==> config.mk <==
export PLATFORM = sky130hd
export DESIGN_NAME = gtf_ctrl
export DESIGN_NICKNAME = d
export VERILOG_FILES = /design/src/rtl/gtf_pkg.sv /design/src/rtl/gtf_ctrl.sv
export SDC_FILE = /design/constraint.sdc
export NUM_CORES = 1
export LEC_CHECK = 0
export ABC_CLOCK_PERIOD_IN_PS = 1800
export BUFFER_PORTS_ARGS = -buffer_cell sky130_fd_sc_hd__buf_2
export CAP_MARGIN = 20
export CORE_UTILIZATION = 55
export DETAILED_ROUTE_END_ITERATION = 8
export PLACE_DENSITY = 0.77
export SLEW_MARGIN = 30
export SYNTH_ARGS = -nofsm -noshare
export SYNTH_HDL_FRONTEND = slang
export SYNTH_SLANG_ARGS = --single-unit
==> constraint.sdc <==
create_clock -name i_clk -period 1.8 [get_ports i_clk]
set_clock_uncertainty 0.05 [all_clocks]
set_input_delay 0.18 -clock i_clk [delete_from_list [all_inputs] [get_ports i_clk]]
set_output_delay 0.18 -clock i_clk [all_outputs]
set_load 0.005 [all_outputs]
==> src/rtl/gtf_pkg.sv <==
`default_nettype none
// ----------------------------------------------------------------------------
// Gammatone filter package
// Shared widths, register indexes, datapath commands and saturation helpers.
// ----------------------------------------------------------------------------
package gtf_pkg;

    localparam int MAX_STAGES = 8;
    localparam int STG_IW     = (MAX_STAGES > 1) ? $clog2(MAX_STAGES) : 1;
    localparam int STG_CW     = $clog2(MAX_STAGES + 1);

    localparam int SMP_W      = 16;
    localparam int COEF_W     = 32;
    localparam int DECAY_W    = 31;
    localparam int GAIN_W     = 16;
    localparam int ORDER_W    = 4;
    localparam int COEF_FRAC  = 30;

    localparam int CFG_IDX_W  = 3;
    localparam int CFG_DATA_W = 32;

    localparam int MUL_A_W    = 35;
    localparam int MUL_B_W    = 32;
    localparam int PROD_W     = MUL_A_W + MUL_B_W;
    localparam int ACC_W      = 35;
    localparam int OUT_SUM_W  = 27;

    localparam logic [DECAY_W-1:0] ONE_Q30 = DECAY_W'(1) << COEF_FRAC;

    localparam logic [CFG_IDX_W-1:0] REG_ORDER   = 3'd0;
    localparam logic [CFG_IDX_W-1:0] REG_DECAY   = 3'd1;
    localparam logic [CFG_IDX_W-1:0] REG_ROT_COS = 3'd2;
    localparam logic [CFG_IDX_W-1:0] REG_ROT_SIN = 3'd3;
    localparam logic [CFG_IDX_W-1:0] REG_GAIN    = 3'd4;

    typedef enum logic [3:0] {
        OP_MD_RE,
        OP_MD_IM,
        OP_ST_RE,
        OP_ST_IM,
        OP_MU_RE,
        OP_MU_IM,
        OP_RC_CC,
        OP_RC_SS,
        OP_RS_CS,
        OP_RS_SC,
        OP_GAIN
    } t_mul_op;

    typedef struct packed {
        logic              load;
        logic              mul_en;
        t_mul_op           op;
        logic [STG_IW-1:0] idx;
        logic              finish;
    } t_dp_cmd;

    function automatic logic signed [COEF_W-1:0] sat32(input logic signed [ACC_W-1:0] v);
        logic signed [COEF_W-1:0] r;
        if ((v[ACC_W-1:COEF_W-1] == '0) || (v[ACC_W-1:COEF_W-1] == '1)) begin
            r = v[COEF_W-1:0];
        end else if (v[ACC_W-1]) begin
            r = {1'b1, {(COEF_W-1){1'b0}}};
        end else begin
            r = {1'b0, {(COEF_W-1){1'b1}}};
        end
        return r;
    endfunction

    function automatic logic signed [SMP_W-1:0] sat16(input logic signed [OUT_SUM_W-1:0] v);
        logic signed [SMP_W-1:0] r;
        if ((v[OUT_SUM_W-1:SMP_W-1] == '0) || (v[OUT_SUM_W-1:SMP_W-1] == '1)) begin
            r = v[SMP_W-1:0];
        end else if (v[OUT_SUM_W-1]) begin
            r = {1'b1, {(SMP_W-1){1'b0}}};
        end else begin
            r = {1'b0, {(SMP_W-1){1'b1}}};
        end
        return r;
    endfunction

endpackage
`default_nettype wire

==> src/rtl/gtf_ctrl.sv <==
`default_nettype none
// ----------------------------------------------------------------------------
// Gammatone filter controller
// Sequences the mix-down, stage, mix-up, rotation and gain products through
// the shared multiplier, one product per cycle.
// ----------------------------------------------------------------------------
module gtf_ctrl (
    input  logic                       i_clk,
    input  logic                       i_rst_n,
    input  logic                       i_in_valid,
    output logic                       o_in_ready,
    input  logic [gtf_pkg::STG_CW-1:0] i_order,
    input  logic                       i_out_free,
    output gtf_pkg::t_dp_cmd           o_cmd
);
    import gtf_pkg::*;

    typedef enum logic [12:0] {
        S_IDLE  = 13'b0000000000001,
        S_MD_RE = 13'b0000000000010,
        S_MD_IM = 13'b0000000000100,
        S_ST_RE = 13'b0000000001000,
        S_ST_IM = 13'b0000000010000,
        S_MU_RE = 13'b0000000100000,
        S_MU_IM = 13'b0000001000000,
        S_RC_CC = 13'b0000010000000,
        S_RC_SS = 13'b0000100000000,
        S_RS_CS = 13'b0001000000000,
        S_RS_SC = 13'b0010000000000,
        S_GAIN  = 13'b0100000000000,
        S_FIN   = 13'b1000000000000
    } t_state;

    t_state              r_state, n_state;
    logic [STG_CW-1:0]   r_cnt, n_cnt;
    logic [STG_CW-1:0]   w_cnt_inc;

    assign w_cnt_inc  = r_cnt + STG_CW'(1);
    assign o_in_ready = (r_state == S_IDLE);

    always_comb begin
        n_state      = r_state;
        n_cnt        = r_cnt;
        o_cmd        = '0;
        o_cmd.op     = OP_MD_RE;
        o_cmd.idx    = r_cnt[STG_IW-1:0];
        unique case (r_state)
            S_IDLE: begin
                if (i_in_valid) begin
                    o_cmd.load = 1'b1;
                    n_state    = S_MD_RE;
                end
            end
            S_MD_RE: begin
                o_cmd.mul_en = 1'b1;
                o_cmd.op     = OP_MD_RE;
                n_state      = S_MD_IM;
            end
            S_MD_IM: begin
                o_cmd.mul_en = 1'b1;
                o_cmd.op     = OP_MD_IM;
                n_cnt        = '0;
                n_state      = (i_order == '0) ? S_MU_RE : S_ST_RE;
            end
            S_ST_RE: begin
                o_cmd.mul_en = 1'b1;
                o_cmd.op     = OP_ST_RE;
                n_state      = S_ST_IM;
            end
            S_ST_IM: begin
                o_cmd.mul_en = 1'b1;
                o_cmd.op     = OP_ST_IM;
                n_cnt        = w_cnt_inc;
                n_state      = (w_cnt_inc == i_order) ? S_MU_RE : S_ST_RE;
            end
            S_MU_RE: begin
                o_cmd.mul_en = 1'b1;
                o_cmd.op     = OP_MU_RE;
                n_state      = S_MU_IM;
            end
            S_MU_IM: begin
                o_cmd.mul_en = 1'b1;
                o_cmd.op     = OP_MU_IM;
                n_state      = S_RC_CC;
            end
            S_RC_CC: begin
                o_cmd.mul_en = 1'b1;
                o_cmd.op     = OP_RC_CC;
                n_state      = S_RC_SS;
            end
            S_RC_SS: begin
                o_cmd.mul_en = 1'b1;
                o_cmd.op     = OP_RC_SS;
                n_state      = S_RS_CS;
            end
            S_RS_CS: begin
                o_cmd.mul_en = 1'b1;
                o_cmd.op     = OP_RS_CS;
                n_state      = S_RS_SC;
            end
            S_RS_SC: begin
                o_cmd.mul_en = 1'b1;
                o_cmd.op     = OP_RS_SC;
                n_state      = S_GAIN;
            end
            S_GAIN: begin
                // The mix-up result is settled by now, the rotation products
                // went in between.
                o_cmd.mul_en = 1'b1;
                o_cmd.op     = OP_GAIN;
                n_state      = S_FIN;
            end
            S_FIN: begin
                if (i_out_free) begin
                    o_cmd.finish = 1'b1;
                    n_state      = S_IDLE;
                end
            end
            default: begin
                n_state = S_IDLE;
            end
        endcase
    end

    always_ff @(posedge i_clk) begin
        if (!i_rst_n) begin
            r_state <= S_IDLE;
            r_cnt   <= '0;
        end else begin
            r_state <= n_state;
            r_cnt   <= n_cnt;
        end
    end

endmodule
`default_nettype wire

# Word-level counts from Yosys, hierarchy flattened
# Cells that the tools add are included.
# word_totals
elab_cells,33
in_bits,8
output_inout_bits,11
reg_bits,17
# op_classes
add_sub_neg,1
reduce_logical,3
n_eq_ne,16
n_mux,11
# ops
cell,count
one-hot mux 13 bit (13 select lines),1
one-hot mux 5 bit (11 select lines),1
2-to-1 mux 13 bit,2
== test 13 x 1 -> 1 bit (second input constant),1
== test 13 x 10 -> 1 bit (second input constant),1
== test 13 x 11 -> 1 bit (second input constant),1
== test 13 x 12 -> 1 bit (second input constant),1
== test 13 bit (second input constant),1
== test 13 x 2 -> 1 bit (second input constant),1
== test 13 x 3 -> 1 bit (second input constant),1
== test 13 x 4 -> 1 bit (second input constant),1
== test 13 x 5 -> 1 bit (second input constant),1
== test 13 x 6 -> 1 bit (second input constant),1
== test 13 x 7 -> 1 bit (second input constant),1
== test 13 x 8 -> 1 bit (second input constant),1
== test 13 x 9 -> 1 bit (second input constant),1
2-to-1 mux 6 bit,2
one-hot mux 4 bit (2 select lines),1
adder 4 x 1 -> 4 bit (second input constant),1
== test 4 bit,1
logical NOT 4 bit,1
2-to-1 mux 1 bit,4
inequality test 2 bit (second input constant),2
AND reduction 2 bit,1
nonzero test 2 bit,1

# Longest topological paths before layout
# logic_depth
word_depth,4
mapped_depth,5

# Worst setup path after synthesis
# No wires, ideal clock.
# synth_timing
kind,register to output
start,register r_state[9]
end,output port o_cmd[9] (netlist name)
slack_ns,0.061
t_arrival_ns,1.509
required_time_ns,1.570
path_stages_with_launch,6
cell_sequence,dfxtp_1 -> buf_4 -> nor4_4 -> nand4_4 -> nor4_4 -> and2_1
# synth_rtl
element,line_no,text
from (decl),gtf_ctrl.sv:34,"t_state r_state, n_state;"
from (signal assigned),gtf_ctrl.sv:130,r_state <= n_state;
to (decl),gtf_ctrl.sv:14,output gtf_pkg::t_dp_cmd o_cmd

==> reports/results.txt <==
critical path data arrival time - 1.76 ns
per-cell routed wire length - 19.7 µm
Max stage delay cell, worst path - dfxtp_4
PortBufs - 18
initial standard-cell utilization of the core - 58.2%
actual transition at the worst max-transition pin - 0.388 ns
cell-by-cell trace of the critical path - buf_12, nor4_4, nand2_1, o32ai_2, or2_4, buf_2
total power of the final layout - 0.000750 W
number of DRC markers in iteration 0 - 60
number of antenna cells inserted - 0
largest stage delay on the critical path - 0.38 ns
CTS tree - yes
final-layout fill cell count - 138
Bufs on Longest Clock Path - 2
maximum capacitance violations - 0
global-route wire length before repair - 6.47 mm
antenna violations before repair - 0
count of yosys warnings during synthesis - 0
R2R depth - 6
data required time of the critical path - 1.57 ns
RD Place Congestion - 0.943
highest-count cells in the layout ignoring fill and taps - buf_4, buf_2, nor2_1, xor2_1, dfxtp_2
kind of critical path - flip-flop to primary output
first-pass iteration count of the detailed router - 4
critical path endpoint category - primary output
Placeable Area - 2190 µm²
count of antenna-violating nets left after detailed routing - 0
Vias/cell - 6.56
number of failing setup endpoints in the final timing report - 15
Post-Synthesis Net Count - 151
average size of a mapped cell - 8.98 µm²
Final min period - 1.99 ns
row count - 17
count of state elements after synthesis - 17
fraction of final layout cells with drive strength greater than 1 - 53.3%
crit path from - r_state[5]
fin worst setup slack - -0.193 ns
accumulated negative setup slack - -1.53 ns
height of the die - 50.1 µm
final wirelength - 4.14 mm
overall track demand over capacity in global routing - 34.7%
failing checks - setup timing
predominant post-synthesis flop cell - dfxtp_1
hpwl dp - 2.50 mm
number of top-level design ports - 19
number of global-route vias before repair - 1330
clock-pin slew reported for the worst setup and hold paths after clock tree synthesis - 0.10 ns
sequential share of the synthesized area - 26.7%
floorplan die width - 50.1 µm
cell depth of the worst hold path - 2
number of sinks on the clock net - 17
CTS root buf - clkbuf_4
sum of overflow across all layers after global routing - 0
class of the worst hold path - primary input to flip-flop
clock buffer count from CTS - 3
number of instances in the synthesized netlist - 142
total placed cells including tap cells - 197
Critical Path Source Type - flip-flop
Peak supply drop - 0.482 mV
Max Fanout on Critical Path - 4
total power per unit cell area - 438 nW/µm²
number of hold violations in the final report - 0
count of nets after finishing - 192
startpoint of the worst register-to-register path - r_state[5]
Non-Filler Instances - 210
result of the run - complete, but fails checks
leakage - 0.717 nW
count of H-tree levels built during CTS - 1
count of pins over their slew limit - 0
fraction of registers with async set/reset - 0%
start point of the worst min-delay path - i_in_valid
detailed-route DRC error count - 0
crit share post-route - 111%
Critical R2R Capture - r_state[10]
cts hold-fix bufs - 0
area added between synthesis and finish - 34.2%
number of enable flip-flop cells after synthesis - 0
distinct cell type count after synthesis - 50
total standard cell area after synthesis - 1270 µm²
slew margin rel. - 73.9%
via count - 1378
die area - 2510 µm²
largest net degree at the start of global routing - 12
end point of the most critical hold path - r_state[1]
clock insertion delay at the later pin of the skew report - 0.29 ns
most frequent standard cell in the layout excluding fill and tap cells - buf_4
setup repair after global routing missed its margin - yes
r2r setup slk - -0.12 ns
max frequency - 0.502 GHz
-- through the flow --
step | hold slack (ns) | setup WS [ns] | area (µm²) | util [%]
final | 0.118 | -0.193 | 1710 | 78.1
after detailed placement | 0.409 | -0.0764 | 1470 | 67.0
after CTS | 0.109 | -0.173 | 1690 | 77.0
after global placement | 0.406 | 0.0504 | 1470 | 67.0
after floorplan | 0.208 | 0.0613 | 1270 | -
after global routing | 0.111 | -0.274 | 1710 | 78.1
-- per-layer routing --
metal / part of all wire [%] / up-vias / global-route usage, %
met5: 0 / - / 0
met4: 3.3 / 0 / 18.6
met3: 6.9 / 19 / 5.76
met2: 48 / 71 / 56.4
met1: 41 / 669 / 43.2
li1: - / 619 / -
-- cell usage after synthesis (2+ instances only) --
master	count	area, µm²
nor4_1	4	25.0
nand2_1	6	22.5
nor2_1	8	30.0
nor3_1	7	35.0
and2_1	2	12.5
or2_2	2	12.5
o211ai_1	4	30.0
o22ai_1	2	12.5
nor4b_1	2	17.5
a21oi_1	6	30.0
xor2_1	8	70.1
o21a_1	2	15.0
nand4_1	6	37.5
buf_6	2	22.5
buf_2	3	15.0
nor3b_1	2	15.0
nand3_1	3	15.0
xnor2_1	3	26.3
or4b_2	3	30.0
buf_4	8	60.1
o21ai_0	3	15.0
inv_1	2	7.51
or4_1	4	30.0
nand2b_1	3	18.8
nor4_2	3	37.5
and3_1	3	18.8
dfxtp_1	17	340
nor4_4	2	42.5
-- layout make-up --
class | instances | area, µm² | share of cell area, %
repair buffers | 49 | 335 | 19.6
inverters | 3 | 11.3 | 0.658
well taps | 28 | 35.0 | 2.05
clock buffers | 4 | 26.3 | 1.54
multi-input cells | 109 | 932 | 54.5
flip-flops and latches | 17 | 372 | 21.7
-- report_power, final --
| part | switching, W | total (W) | internal (W) |
|---|---|---|---|
| sequential | 0.0000114 | 0.000386 | 0.000374 |
| combinational | 0.0000769 | 0.000151 | 0.0000744 |
| clock | 0.000127 | 0.000213 | 0.0000862 |
| total | 0.000215 | 0.000750 | 0.000535 |
-- sequential cells by signal, summed over array words and instances (netlist names) --
name and count:
r_cnt 4, r_state 13
-- cell families after synthesis --
| kind of cell | synth area share (%) |
|---|---|
| xor gates and xnor gates | 9.32 |
| AOI/OAI and AO/OA | 13.4 |
| buffers and inverters | 8.54 |
| DFF | 26.7 |
| adders and majority gates | 0.981 |
| and+or+nand+nor | 41.0 |
-- worst max path at each step --
stage	endpoint	slack, ns	cells after the start
floorplan	o_cmd[9]	0.06	5
CTS	o_cmd[9]	-0.17	6
global route	o_cmd[8]	-0.27	7
finish	o_cmd[8]	-0.19	6
global placement	o_cmd[0]	0.05	4
detailed placement	o_cmd[8]	-0.08	5
-- worst max-delay path, delay by kind of cell (launching register included) --
family | cells | cell delay [ns]
and+or+nand+nor | 3 | 0.61
DFF | 1 | 0.38
buffers and inverters | 2 | 0.23
AOI/OAI and AO/OA | 1 | 0.26
-- what timing repair did --
action / in CTS / in global routing
setup buffers: 9 / 0
pin swaps: 8 / 2
gates resized for setup: 33 / 7
endpoints found under the setup margin: 11 / 18
(Power assumes the default switching activity.)
